==> src/rtl/core/gsa_pkg.sv <==
package gsa_pkg;

  // sizes
  localparam int SLOT_COUNT = 64;
  localparam int IDX_W      = 6;
  localparam int GEN_W      = 32;
  localparam int CNT_W      = 7;

  // request mode codes
  localparam logic [1:0] MODE_ALLOC = 2'd0;
  localparam logic [1:0] MODE_FREE  = 2'd1;
  localparam logic [1:0] MODE_CHECK = 2'd2;

  typedef enum logic [1:0] {
    ST_OK    = 2'd0,
    ST_EMPTY = 2'd1,
    ST_STALE = 2'd2
  } status_e;

  // internal operation after classification
  typedef enum logic [1:0] {
    OP_ALLOC,
    OP_FREE,
    OP_CHECK,
    OP_NOP
  } op_e;

  // back end sequencer
  typedef enum logic [1:0] {
    SEQ_IDLE,
    SEQ_QRD,
    SEQ_GRD
  } seq_e;

  typedef struct packed {
    logic [1:0]       mode;
    logic [IDX_W-1:0] slot_index;
    logic [GEN_W-1:0] handle_generation;
  } req_t;

  typedef struct packed {
    status_e          status;
    logic [IDX_W-1:0] granted_index;
    logic [GEN_W-1:0] granted_generation;
    logic             handle_valid;
  } rsp_t;

  typedef struct packed {
    op_e              op;
    logic [IDX_W-1:0] idx;
    logic [GEN_W-1:0] gen;
  } cmd_t;

  typedef struct packed {
    logic valid;
    cmd_t cmd;
  } link_t;

  // circular pointer advance over the slot range
  function automatic logic [IDX_W-1:0] next_ptr(input logic [IDX_W-1:0] p);
    logic [IDX_W-1:0] r;
    if (p == IDX_W'(SLOT_COUNT - 1)) begin
      r = '0;
    end else begin
      r = p + IDX_W'(1);
    end
    return r;
  endfunction

endpackage

==> src/rtl/core/gsa_ram.sv <==
module gsa_ram #(
  parameter int WIDTH = 8,
  parameter int DEPTH = 64
) (
  input  logic                     clk_i,
  input  logic                     we_i,
  input  logic [$clog2(DEPTH)-1:0] waddr_i,
  input  logic [WIDTH-1:0]         wdata_i,
  input  logic [$clog2(DEPTH)-1:0] raddr_i,
  output logic [WIDTH-1:0]         rdata_o
);

  logic [WIDTH-1:0] mem_q [DEPTH];
  logic [WIDTH-1:0] rdata_q;

  // one write port, registered read port
  always_ff @(posedge clk_i) begin
    if (we_i) begin
      mem_q[waddr_i] <= wdata_i;
    end
    rdata_q <= mem_q[raddr_i];
  end

  assign rdata_o = rdata_q;

endmodule

==> src/rtl/core/gsa_front.sv <==
module gsa_front
  import gsa_pkg::*;
(
  input  logic  clk_i,
  input  logic  rst_ni,
  input  logic  push,
  input  req_t  req_i,
  output logic  full,
  output link_t cmd_o,
  input  logic  cmd_ready_i
);

  cmd_t       mem_q [2];
  logic       wr_ptr_q, wr_ptr_d;
  logic       rd_ptr_q, rd_ptr_d;
  logic [1:0] cnt_q, cnt_d;
  logic       wr_en;
  logic       rd_en;
  cmd_t       cls;

  // classify the request into an operation
  always_comb begin
    cls.idx = req_i.slot_index;
    cls.gen = req_i.handle_generation;
    unique case (req_i.mode)
      MODE_ALLOC: cls.op = OP_ALLOC;
      MODE_FREE:  cls.op = OP_FREE;
      MODE_CHECK: cls.op = OP_CHECK;
      default:    cls.op = OP_NOP;
    endcase
  end

  assign full      = (cnt_q == 2'd2);
  assign wr_en     = push && !full;
  assign cmd_o.valid = (cnt_q != 2'd0);
  assign cmd_o.cmd   = mem_q[rd_ptr_q];
  assign rd_en     = cmd_o.valid && cmd_ready_i;

  // pointer and count update
  always_comb begin
    wr_ptr_d = wr_en ? !wr_ptr_q : wr_ptr_q;
    rd_ptr_d = rd_en ? !rd_ptr_q : rd_ptr_q;
    cnt_d    = cnt_q + 2'(wr_en) - 2'(rd_en);
  end

  always_ff @(posedge clk_i or negedge rst_ni) begin
    if (!rst_ni) begin
      wr_ptr_q <= 1'b0;
      rd_ptr_q <= 1'b0;
      cnt_q    <= 2'd0;
    end else begin
      wr_ptr_q <= wr_ptr_d;
      rd_ptr_q <= rd_ptr_d;
      cnt_q    <= cnt_d;
    end
  end

  // command storage
  always_ff @(posedge clk_i) begin
    if (wr_en) begin
      mem_q[wr_ptr_q] <= cls;
    end
  end

endmodule

==> src/rtl/core/gsa_back.sv <==
module gsa_back
  import gsa_pkg::*;
(
  input  logic  clk_i,
  input  logic  rst_ni,
  input  link_t cmd_i,
  output logic  cmd_ready_o,
  output logic  empty,
  input  logic  pop,
  output rsp_t  rsp_o
);

  seq_e                  state_q, state_d;
  cmd_t                  cur_q, cur_d;
  logic [IDX_W-1:0]      head_q, head_d;
  logic [IDX_W-1:0]      tail_q, tail_d;
  logic [CNT_W-1:0]      count_q, count_d;
  logic [CNT_W-1:0]      wr_cnt_q, wr_cnt_d;
  logic [SLOT_COUNT-1:0] gen_vld_q;

  logic             q_we;
  logic [IDX_W-1:0] q_waddr, q_wdata, q_raddr, q_rdata;
  logic             g_we;
  logic [IDX_W-1:0] g_waddr, g_raddr;
  logic [GEN_W-1:0] g_wdata, g_rdata;

  logic             head_written;
  logic [IDX_W-1:0] slot;
  logic [GEN_W-1:0] gen_cur;
  logic             match;
  logic             in_range;

  rsp_t       res_mem_q [2];
  logic       res_wp_q, res_rp_q;
  logic [1:0] res_cnt_q;
  logic       res_push;
  logic       res_pop;
  rsp_t       res_d;

  // free index queue and generation table
  gsa_ram #(.WIDTH(IDX_W), .DEPTH(SLOT_COUNT)) u_free_ram (
    .clk_i   (clk_i),
    .we_i    (q_we),
    .waddr_i (q_waddr),
    .wdata_i (q_wdata),
    .raddr_i (q_raddr),
    .rdata_o (q_rdata)
  );

  gsa_ram #(.WIDTH(GEN_W), .DEPTH(SLOT_COUNT)) u_gen_ram (
    .clk_i   (clk_i),
    .we_i    (g_we),
    .waddr_i (g_waddr),
    .wdata_i (g_wdata),
    .raddr_i (g_raddr),
    .rdata_o (g_rdata)
  );

  // entries never pushed still hold their own index
  assign head_written = ({1'b0, head_q} < wr_cnt_q);
  assign slot         = head_written ? q_rdata : head_q;
  // generations never written read as zero
  assign gen_cur      = gen_vld_q[cur_q.idx] ? g_rdata : '0;
  assign in_range     = ({1'b0, cmd_i.cmd.idx} < CNT_W'(SLOT_COUNT));
  assign match        = (gen_cur == cur_q.gen);

  // sequencer: next state, memory access and result
  always_comb begin
    state_d     = state_q;
    cur_d       = cur_q;
    head_d      = head_q;
    tail_d      = tail_q;
    count_d     = count_q;
    wr_cnt_d    = wr_cnt_q;
    cmd_ready_o = 1'b0;
    q_we        = 1'b0;
    q_waddr     = tail_q;
    q_wdata     = cur_q.idx;
    q_raddr     = head_q;
    g_we        = 1'b0;
    g_waddr     = cur_q.idx;
    g_wdata     = gen_cur + GEN_W'(1);
    g_raddr     = cmd_i.cmd.idx;
    res_push    = 1'b0;
    res_d       = '{status: ST_OK, granted_index: '0, granted_generation: '0,
                    handle_valid: 1'b0};
    unique case (state_q)
      SEQ_IDLE: begin
        if (cmd_i.valid && (res_cnt_q != 2'd2)) begin
          cmd_ready_o = 1'b1;
          cur_d       = cmd_i.cmd;
          unique case (cmd_i.cmd.op)
            OP_ALLOC: begin
              if (count_q == '0) begin
                res_push     = 1'b1;
                res_d.status = ST_EMPTY;
              end else begin
                state_d = SEQ_QRD;
              end
            end
            OP_FREE, OP_CHECK: begin
              if (in_range) begin
                state_d = SEQ_GRD;
              end else begin
                res_push     = 1'b1;
                res_d.status = ST_STALE;
              end
            end
            default: begin
              res_push = 1'b1;
            end
          endcase
        end
      end
      SEQ_QRD: begin
        // pop the oldest free index, then fetch its generation
        cur_d.idx = slot;
        g_raddr   = slot;
        head_d    = next_ptr(head_q);
        count_d   = count_q - CNT_W'(1);
        state_d   = SEQ_GRD;
      end
      SEQ_GRD: begin
        res_push = 1'b1;
        state_d  = SEQ_IDLE;
        unique case (cur_q.op)
          OP_ALLOC: begin
            res_d.granted_index      = cur_q.idx;
            res_d.granted_generation = gen_cur;
          end
          OP_FREE: begin
            if (match) begin
              res_d.handle_valid = 1'b1;
              g_we               = 1'b1;
              if (count_q < CNT_W'(SLOT_COUNT)) begin
                q_we    = 1'b1;
                tail_d  = next_ptr(tail_q);
                count_d = count_q + CNT_W'(1);
                if (wr_cnt_q < CNT_W'(SLOT_COUNT)) begin
                  wr_cnt_d = wr_cnt_q + CNT_W'(1);
                end
              end
            end else begin
              res_d.status = ST_STALE;
            end
          end
          OP_CHECK: begin
            if (match) begin
              res_d.handle_valid = 1'b1;
            end else begin
              res_d.status = ST_STALE;
            end
          end
          default: begin
          end
        endcase
      end
      default: begin
        state_d = SEQ_IDLE;
      end
    endcase
  end

  always_ff @(posedge clk_i or negedge rst_ni) begin
    if (!rst_ni) begin
      state_q   <= SEQ_IDLE;
      head_q    <= '0;
      tail_q    <= '0;
      count_q   <= CNT_W'(SLOT_COUNT);
      wr_cnt_q  <= '0;
      gen_vld_q <= '0;
    end else begin
      state_q  <= state_d;
      head_q   <= head_d;
      tail_q   <= tail_d;
      count_q  <= count_d;
      wr_cnt_q <= wr_cnt_d;
      if (g_we) begin
        gen_vld_q[g_waddr] <= 1'b1;
      end
    end
  end

  always_ff @(posedge clk_i) begin
    cur_q <= cur_d;
  end

  // result queue
  assign empty   = (res_cnt_q == 2'd0);
  assign res_pop = pop && !empty;
  assign rsp_o   = res_mem_q[res_rp_q];

  always_ff @(posedge clk_i or negedge rst_ni) begin
    if (!rst_ni) begin
      res_wp_q  <= 1'b0;
      res_rp_q  <= 1'b0;
      res_cnt_q <= 2'd0;
    end else begin
      if (res_push) begin
        res_wp_q <= !res_wp_q;
      end
      if (res_pop) begin
        res_rp_q <= !res_rp_q;
      end
      res_cnt_q <= res_cnt_q + 2'(res_push) - 2'(res_pop);
    end
  end

  always_ff @(posedge clk_i) begin
    if (res_push) begin
      res_mem_q[res_wp_q] <= res_d;
    end
  end

endmodule

==> src/rtl/core/generational_slot_allocator_top.sv <==
// Generational slot allocator: hands out (slot index, generation) handles.
// Request channel: req_i with push/full; a transfer happens on a rising edge
// with push high and full low. Mode 0 allocates the oldest free slot, mode 1
// frees a handle (its slot generation is raised and the index requeued while
// the free list has room), mode 2 checks a handle, mode 3 does nothing and
// returns an all-zero result. Result channel: rsp_o with empty/pop; the oldest
// result is shown while empty is low and leaves on a rising edge with pop high.
// Every request gives exactly one result, in request order.
// No-op, empty allocate and out-of-range handles are answered straight from the
// idle state; free and check go through the generation read first, and a
// successful allocate through the free index read and then the generation read
// (two dependent reads). One request is worked at a time, so the next request
// is not taken until the last one has given its result.
// Reset: all slots free in order 0 upward, all generations zero; usable as soon
// as reset is released, no clearing pass.
// A stalled receiver fills the two-entry result queue, then the two-entry
// request queue, after which full goes high.
module generational_slot_allocator_top
  import gsa_pkg::*;
(
  input  logic clk_i,
  input  logic rst_ni,
  input  logic push,
  output logic full,
  input  req_t req_i,
  output logic empty,
  input  logic pop,
  output rsp_t rsp_o
);

  link_t cmd;
  logic  cmd_ready;

  // request intake and classification
  gsa_front u_front (
    .clk_i       (clk_i),
    .rst_ni      (rst_ni),
    .push        (push),
    .req_i       (req_i),
    .full        (full),
    .cmd_o       (cmd),
    .cmd_ready_i (cmd_ready)
  );

  // allocation engine and result queue
  gsa_back u_back (
    .clk_i       (clk_i),
    .rst_ni      (rst_ni),
    .cmd_i       (cmd),
    .cmd_ready_o (cmd_ready),
    .empty       (empty),
    .pop         (pop),
    .rsp_o       (rsp_o)
  );

endmodule

==> config.mk <==
export PLATFORM = sky130hd
export DESIGN_NAME = generational_slot_allocator_top
export DESIGN_NICKNAME = d
export VERILOG_FILES = /design/src/rtl/core/gsa_pkg.sv /design/src/rtl/core/gsa_ram.sv /design/src/rtl/core/gsa_front.sv /design/src/rtl/core/gsa_back.sv /design/src/rtl/core/generational_slot_allocator_top.sv
export SDC_FILE = /design/constraint.sdc
export NUM_CORES = 2
export LEC_CHECK = 0
export ABC_AREA = 0
export ABC_CLOCK_PERIOD_IN_PS = 19600
export BUFFER_PORTS_ARGS = -buffer_cell sky130_fd_sc_hd__buf_4
export CORE_MARGIN = 2
export CORE_UTILIZATION = 39
export DETAILED_ROUTE_END_ITERATION = 8
export SYNTH_ARGS = -nofsm -noshare
export SYNTH_HDL_FRONTEND = slang
export SYNTH_SLANG_ARGS = --single-unit
==> constraint.sdc <==
create_clock -name clk_i -period 19.6 [get_ports clk_i]
set_input_delay 1.96 -clock clk_i [delete_from_list [all_inputs] [get_ports clk_i]]
set_output_delay 1.96 -clock clk_i [all_outputs]
set_load 0.02 [all_outputs]
Yosys cells after proc, flatten, opt, wreduce, memory -nomap -nowiden
Memory sizes are Yosys's and may differ from the RTL's. A register that Yosys moved wholly into a read port is not among the register bits. Cells that the tools add are included.

Bits in registers: 140. Bits in latches: 0. Memory bits (writable): 2594. ROM bits: 0. Input bits: 44. Word-level logic and storage cells: 132. Memories kept: 4.

Memory list: u_back.u_gen_ram.mem_q (depth 64, width 32, read ports 1, clocked after memory_dff 1, wr ports 1, RTL line gsa_ram.sv:13) `logic [WIDTH-1:0] mem_q [DEPTH];`; u_back.u_free_ram.mem_q (depth 64, width 6, read ports 1, clocked after memory_dff 1, wr ports 1, RTL line gsa_ram.sv:13); u_back.res_mem_q (depth 2, width 41, read ports 1, clocked after memory_dff 0, wr ports 1, RTL line gsa_back.sv:33) `rsp_t res_mem_q [2];`; u_front.mem_q (depth 2, width 40, read ports 1, clocked after memory_dff 0, wr ports 1, RTL line gsa_front.sv:13) `cmd_t mem_q [2];`.

Add/sub/neg operators: 10. Multipliers: 0. Divide/modulo/power cells: 0. Magnitude comparators: 5. Equality and inequality tests: 19. Shift operators: 0. Muxes and demuxes: 50. Bitwise logic cells: 1. Reduce and logical (&&, ||, !) cells: 28.

Operators with widths (number): 38-bit 2-to-1 mux (2); 64-bit OR (1); 39-bit 2-to-1 mux (1); 32-bit by 1-bit adder with 32-bit output, second input constant (1); 32-bit equality test (1); 32-bit 2-to-1 mux (1); 6-bit 2-to-1 mux (4); 1-bit 2-to-1 mux (23); 7-bit 2-to-1 mux (3); 7-bit by 1-bit adder with 7-bit output, second input constant (2); 7-bit < comparator, second input constant (2); 7-bit one-hot mux with 2 select lines (1); 6-bit by 1-bit adder with 6-bit output, second input constant (2); 6-bit equality test, second input constant (2); 2-bit 2-to-1 mux (6); 2-bit one-hot mux with 2 select lines (3); 6-bit one-hot mux with 2 select lines (1); 2-bit equality test, second input constant (5); 2-bit logical NOT (5); 2-bit by 1-bit equality test with 1-bit output, second input constant (4); 4-bit AND reduction (2); 7-bit logical NOT (1); 6-bit by 7-bit < comparator with 1-bit output (1); 6-bit by 7-bit < comparator with 1-bit output, second input constant (1); 18 further kinds (38).

Longest topological paths before layout
Depth after elaboration: 9. Depth in mapped cells: 19.

By module
From an unflattened synthesis, not the netlist that was laid out.

Cell total of the unflattened synthesis: 5162. Area, all modules: 108241.3 um2.

Modules (own cells, without submodules): gsa_ram (u_back.u_gen_ram) (times used 1, cells each 3324, area each 78515.3 um2); gsa_ram (u_back.u_free_ram) (times used 1, cells each 720, area each 15225.9 um2); gsa_back (times used 1, cells each 973, area each 11232.0 um2); gsa_front (times used 1, cells each 145, area each 3268.1 um2).

Worst setup path after synthesis
No wires, ideal clock.

Kind: flip-flop to flip-flop. Start point: reg u_back.cur_q (netlist bit u_back.g_waddr[0]). End point: mem u_back.u_gen_ram.mem_q[0][16] (netlist bit), data pin. Setup time: 0.548 ns. Arrival: 6.343 ns. Slack: 12.710 ns. Cell stages (with the launch flop): 16. Clock period less this slack: 6.890 ns. Path through: edfxtp_1 buf_4 mux4_2 nand3_1 nand4_1 a311o_1 or2_1 buf_2 nand2_1 inv_1 ha_1 and2_1 and3_1 nand2_1 o21ai_0 a21oi_1.

Word-level cells in the longest chain between the ends: 4.

RTL lines: from (decl) (RTL line gsa_back.sv:14) `cmd_t cur_q, cur_d;`; from (signal assigned) (RTL line gsa_back.sv:185) `cur_q <= cur_d;`; 1-bit binary-select mux with 6-bit select (RTL line gsa_back.sv:63) `assign gen_cur = gen_vld_q[cur_q.idx] ? g_rdata : '0;`; 1-bit 2-to-1 mux (not written as such) (RTL line gsa_back.sv:63); 32-bit 2-to-1 mux (RTL line gsa_back.sv:63); 32-bit by 1-bit adder with 32-bit output (RTL line gsa_back.sv:82) `g_wdata = gen_cur + GEN_W'(1);`; named net u_back.g_wdata[16] (RTL line gsa_back.sv:25) `logic [GEN_W-1:0] g_wdata, g_rdata;`; to (decl) (RTL line gsa_ram.sv:13).

The timed path passes the listed nets, and every way through them passes these cells. The select of a mux whose other input is x is not followed.

Final worst setup path
Start point: reg u_back.cur_q (netlist bit u_back.g_waddr[0]). End point: mem u_back.u_gen_ram.mem_q[53][27] (netlist bit), enable pin.

Word-level cells in the longest chain between the ends: 9.

RTL lines: 1-bit binary-select mux with 6-bit select (RTL line gsa_back.sv:63); 1-bit 2-to-1 mux (not written as such) (RTL line gsa_back.sv:63); 32-bit 2-to-1 mux (RTL line gsa_back.sv:63); 32-bit equality test (RTL line gsa_back.sv:65) `assign match = (gen_cur == cur_q.gen);`; 1-bit 2-to-1 mux (RTL line gsa_back.sv:132) `if (match) begin`; 1-bit 2-to-1 mux (RTL line gsa_back.sv:126) `unique case (cur_q.op)`; 1-bit 2-to-1 mux (RTL line gsa_back.sv:87) `unique case (state_q)`; 1-bit 2-to-1 mux (RTL line gsa_ram.sv:18) `if (we_i) begin`; 1-bit 2-to-1 mux (not written as such) (RTL line gsa_ram.sv:19) `mem_q[waddr_i] <= wdata_i;`.

Parallel ways exist; a longest one is shown, timed or not. The select of a mux whose other input is x is not followed.

==> qor.txt <==
Cell variety after synth: 71
status: complete, no violations
initial detailed-routing violation count: 8,486
# IOs: 87
fraction of registers with async set or reset after synthesis: 3.61%
Worst-Skew Late Latency: 0.88 ns
post-CTS sizing: 0
final setup TNS: 0 ns
max-cap viol count: 0
crit path DAT: 8.19 ns
hpwl dp: 176,000 um
Die Ht: 537 um
drt first pass iters: 8
Final nets: 7,978
via count: 68,400
worst min path class: reg2reg
Root Buffer: clkbuf_16
CP Data Required Time: 20.09 ns
die area: 289,000 um2
Yosys reg bits: 2,772
routability cong.: 0.866
kind of critical path: reg2reg
Post-synth EDFFs: 2,634
Syn Area/Cell: 14.2 um2
Final min period: 7.70 ns
Routed Antenna Nets: 0
Final Hold Vio Count: 0
total CTS buffers: 287
kind of end point of the critical path: flop
number of remaining DRC errors: 0
Core Util, Final: 44.5%
share of layout cells above drive strength 1: 13.5%
Power Density: 169 nW/um2
commonest non-fill, non-tap cell in the layout: edfxtp_1
FP Rows: 195
sequential area share after synthesis: 74.2%
area growth from synthesis to layout: 13.3%
Die Wd: 537 um
endpoints failing setup: 0
Placed Cells: 11,400
Yosys warnings: 0
synthesized area: 111,000 um2
Layout Skew: 0.0631 ns
Max clock buf depth: 4
IO Port Bufs: 86
Worst-Margin Slew: 1.38 ns
CTS sink cnt: 2,772
largest net degree at the start of global routing: 181
most common flop cell mapped by yosys: edfxtp_1
Worst VDD drop: 0.000143 V
Post-CTS Setup Bufs: 0
Pleak: 42.6 nW
critical path fanouts, max: 89
all-layer global routing usage: 21.8%
slew margin rel.: 7.34%
hold_ws: 0.461 ns
global-route wire length before repair: 462,000 um
CTS H-Tree Depth: 5
routed wire length: 322,000 um
Slew Viols, Final: 0
Finished Layout Cells: 11,900
fmax: 130 MHz
GRT Residual Overflow: 0
core area: 283,000 um2
vias in the first global route: 66,200
Startpoint Class: flop
most frequent cells in the layout: edfxtp_1, nand2_1, a21oi_1, nand3_1, buf_4
CTS tree: yes
Clock transition at path regs: 0.06 ns
cells after synthesis: 7,818
routed length per placed instance: 27.1 um
RSZ-0062 raised after global routing: no
initial antenna violation count: 18
initial core utilization: 39.3%
vias per cell: 5.76
syn nets: 7,885
period utilization: 39.3%
hold-fix buffers at CTS: 0
sequential cells by signal (all words and copies together), names as in the netlist, 7 cells and up:
register                  count
u_back.res_mem_q             82
u_back.wr_cnt_q               7
u_back.u_gen_ram.mem_q     2048
u_back.u_free_ram.mem_q     384
u_back.count_q                7
u_back.gen_vld_q             64
u_front.mem_q                80
u_back.cur_q                 34
u_back.u_gen_ram.rdata_o     32
path summary, 6_finish.rpt:
kind | start | end | slack (ns) | cells past startpoint
worst max-delay path | u_back.g_waddr[0]$_DFFE_PP_ | u_back.u_gen_ram.mem_q[53][27]$_DFFE_PP_ | 11.90 | 14
min in group asynchronous | rst_ni | u_back.res_wp_q$_DFFE_PN0P_ | 1.08 | 1
max in group asynchronous | rst_ni | u_back.head_q[0]$_DFFE_PN0P_ | 17.23 | 2
worst min-delay path | u_back.gen_vld_q[38]$_DFFE_PN0N_ | u_back.gen_vld_q[38]$_DFFE_PN0N_ | 0.46 | 1
worst min register to register | u_back.gen_vld_q[38]$_DFFE_PN0N_ | u_back.gen_vld_q[38]$_DFFE_PN0N_ | 0.46 | 1
worst max register to register | u_back.g_waddr[0]$_DFFE_PP_ | u_back.u_gen_ram.mem_q[53][27]$_DFFE_PP_ | 11.90 | 14
through the flow:
stage | power [mW] | area, um2 | setup slack, ns
after floorplan | 12.5 | 111000 | 12.71
after global routing | 22.0 | 126000 | 11.44
final | 21.3 | 126000 | 11.90
after global placement | 15.9 | 117000 | 12.19
after detailed placement | 16.0 | 117000 | 12.03
after CTS | 21.2 | 126000 | 11.96
worst max-delay path, stage by stage (launching register included):
cell      delay [ns]
edfxtp_1        0.98
buf_4           0.88
mux2i_1         0.20
a22oi_1         0.24
and3_1          0.21
a311o_1         0.65
or2_1           0.49
nand2_1         0.11
a2111o_1        0.48
nor4_4          0.43
buf_4           0.30
nand3_4         0.47
buf_4           0.62
nor3_2          0.66
buf_4           0.49
cell families after synthesis:
family / Yosys count / share of synthesized area (%)
AO/OA/AOI/OAI: 1255 / 6.59
XOR/XNOR: 67 / 0.529
adder cells (fa/ha/maj): 23 / 0.266
buffers and inverters: 539 / 1.89
flip-flops: 2772 / 74.2
multiplexers: 528 / 6.32
AND/OR/NAND/NOR: 2634 / 10.2
power breakdown:
part           leakage (nW)  internal, mW  switching (mW)
sequential             25.9          7.70           0.269
clock                  4.32          2.99            2.24
combinational          12.3          2.05            6.05
metal layers:
layer | vias up | share of wire, % | wire length [um] | track usage, %
li1 | 29500 | - | - | -
met1 | 34800 | 41 | 130000 | 30.2
met2 | 3597 | 46 | 148000 | 34.3
met3 | 575 | 9.9 | 32000 | 4.40
met4 | 6 | 3.4 | 10900 | 7.48
met5 | - | 0.021 | 69 | 0
final cells by class:
type,count,area [um2]
inverters,21,78.8
flip-flops and latches,2772,82400
well taps,3743,4680
repair buffers,322,2520
multi-input cells,4507,27300
clock buffers,364,7700
fillers,24800,157000
clock inverters,135,1110
diodes,6,15.0
cell usage after synthesis, types with 36 or more instances:
library cell  number  share of area, %
edfxtp_1        2634                71
nor4_1            43              0.24
a31oi_1           63              0.36
a21oi_1          642               2.9
xnor2_1           41              0.32
clkbuf_1         342               1.2
nand3_1          411               1.9
dfxtp_1           38              0.69
mux4_2           130               2.6
nor3_1           110              0.50
mux2_2            84              0.85
and2_1            41              0.23
o221ai_1          36              0.28
nand2_1         1733               5.9
buf_1            139              0.47
a31o_2            49              0.39
mux2i_1          314               2.8
nor2_1           153              0.52
a32oi_1           37              0.29
dfrtp_1           99               2.2
o21ai_0          259               1.2
Note: power is estimated with default switching activity, not from simulation.
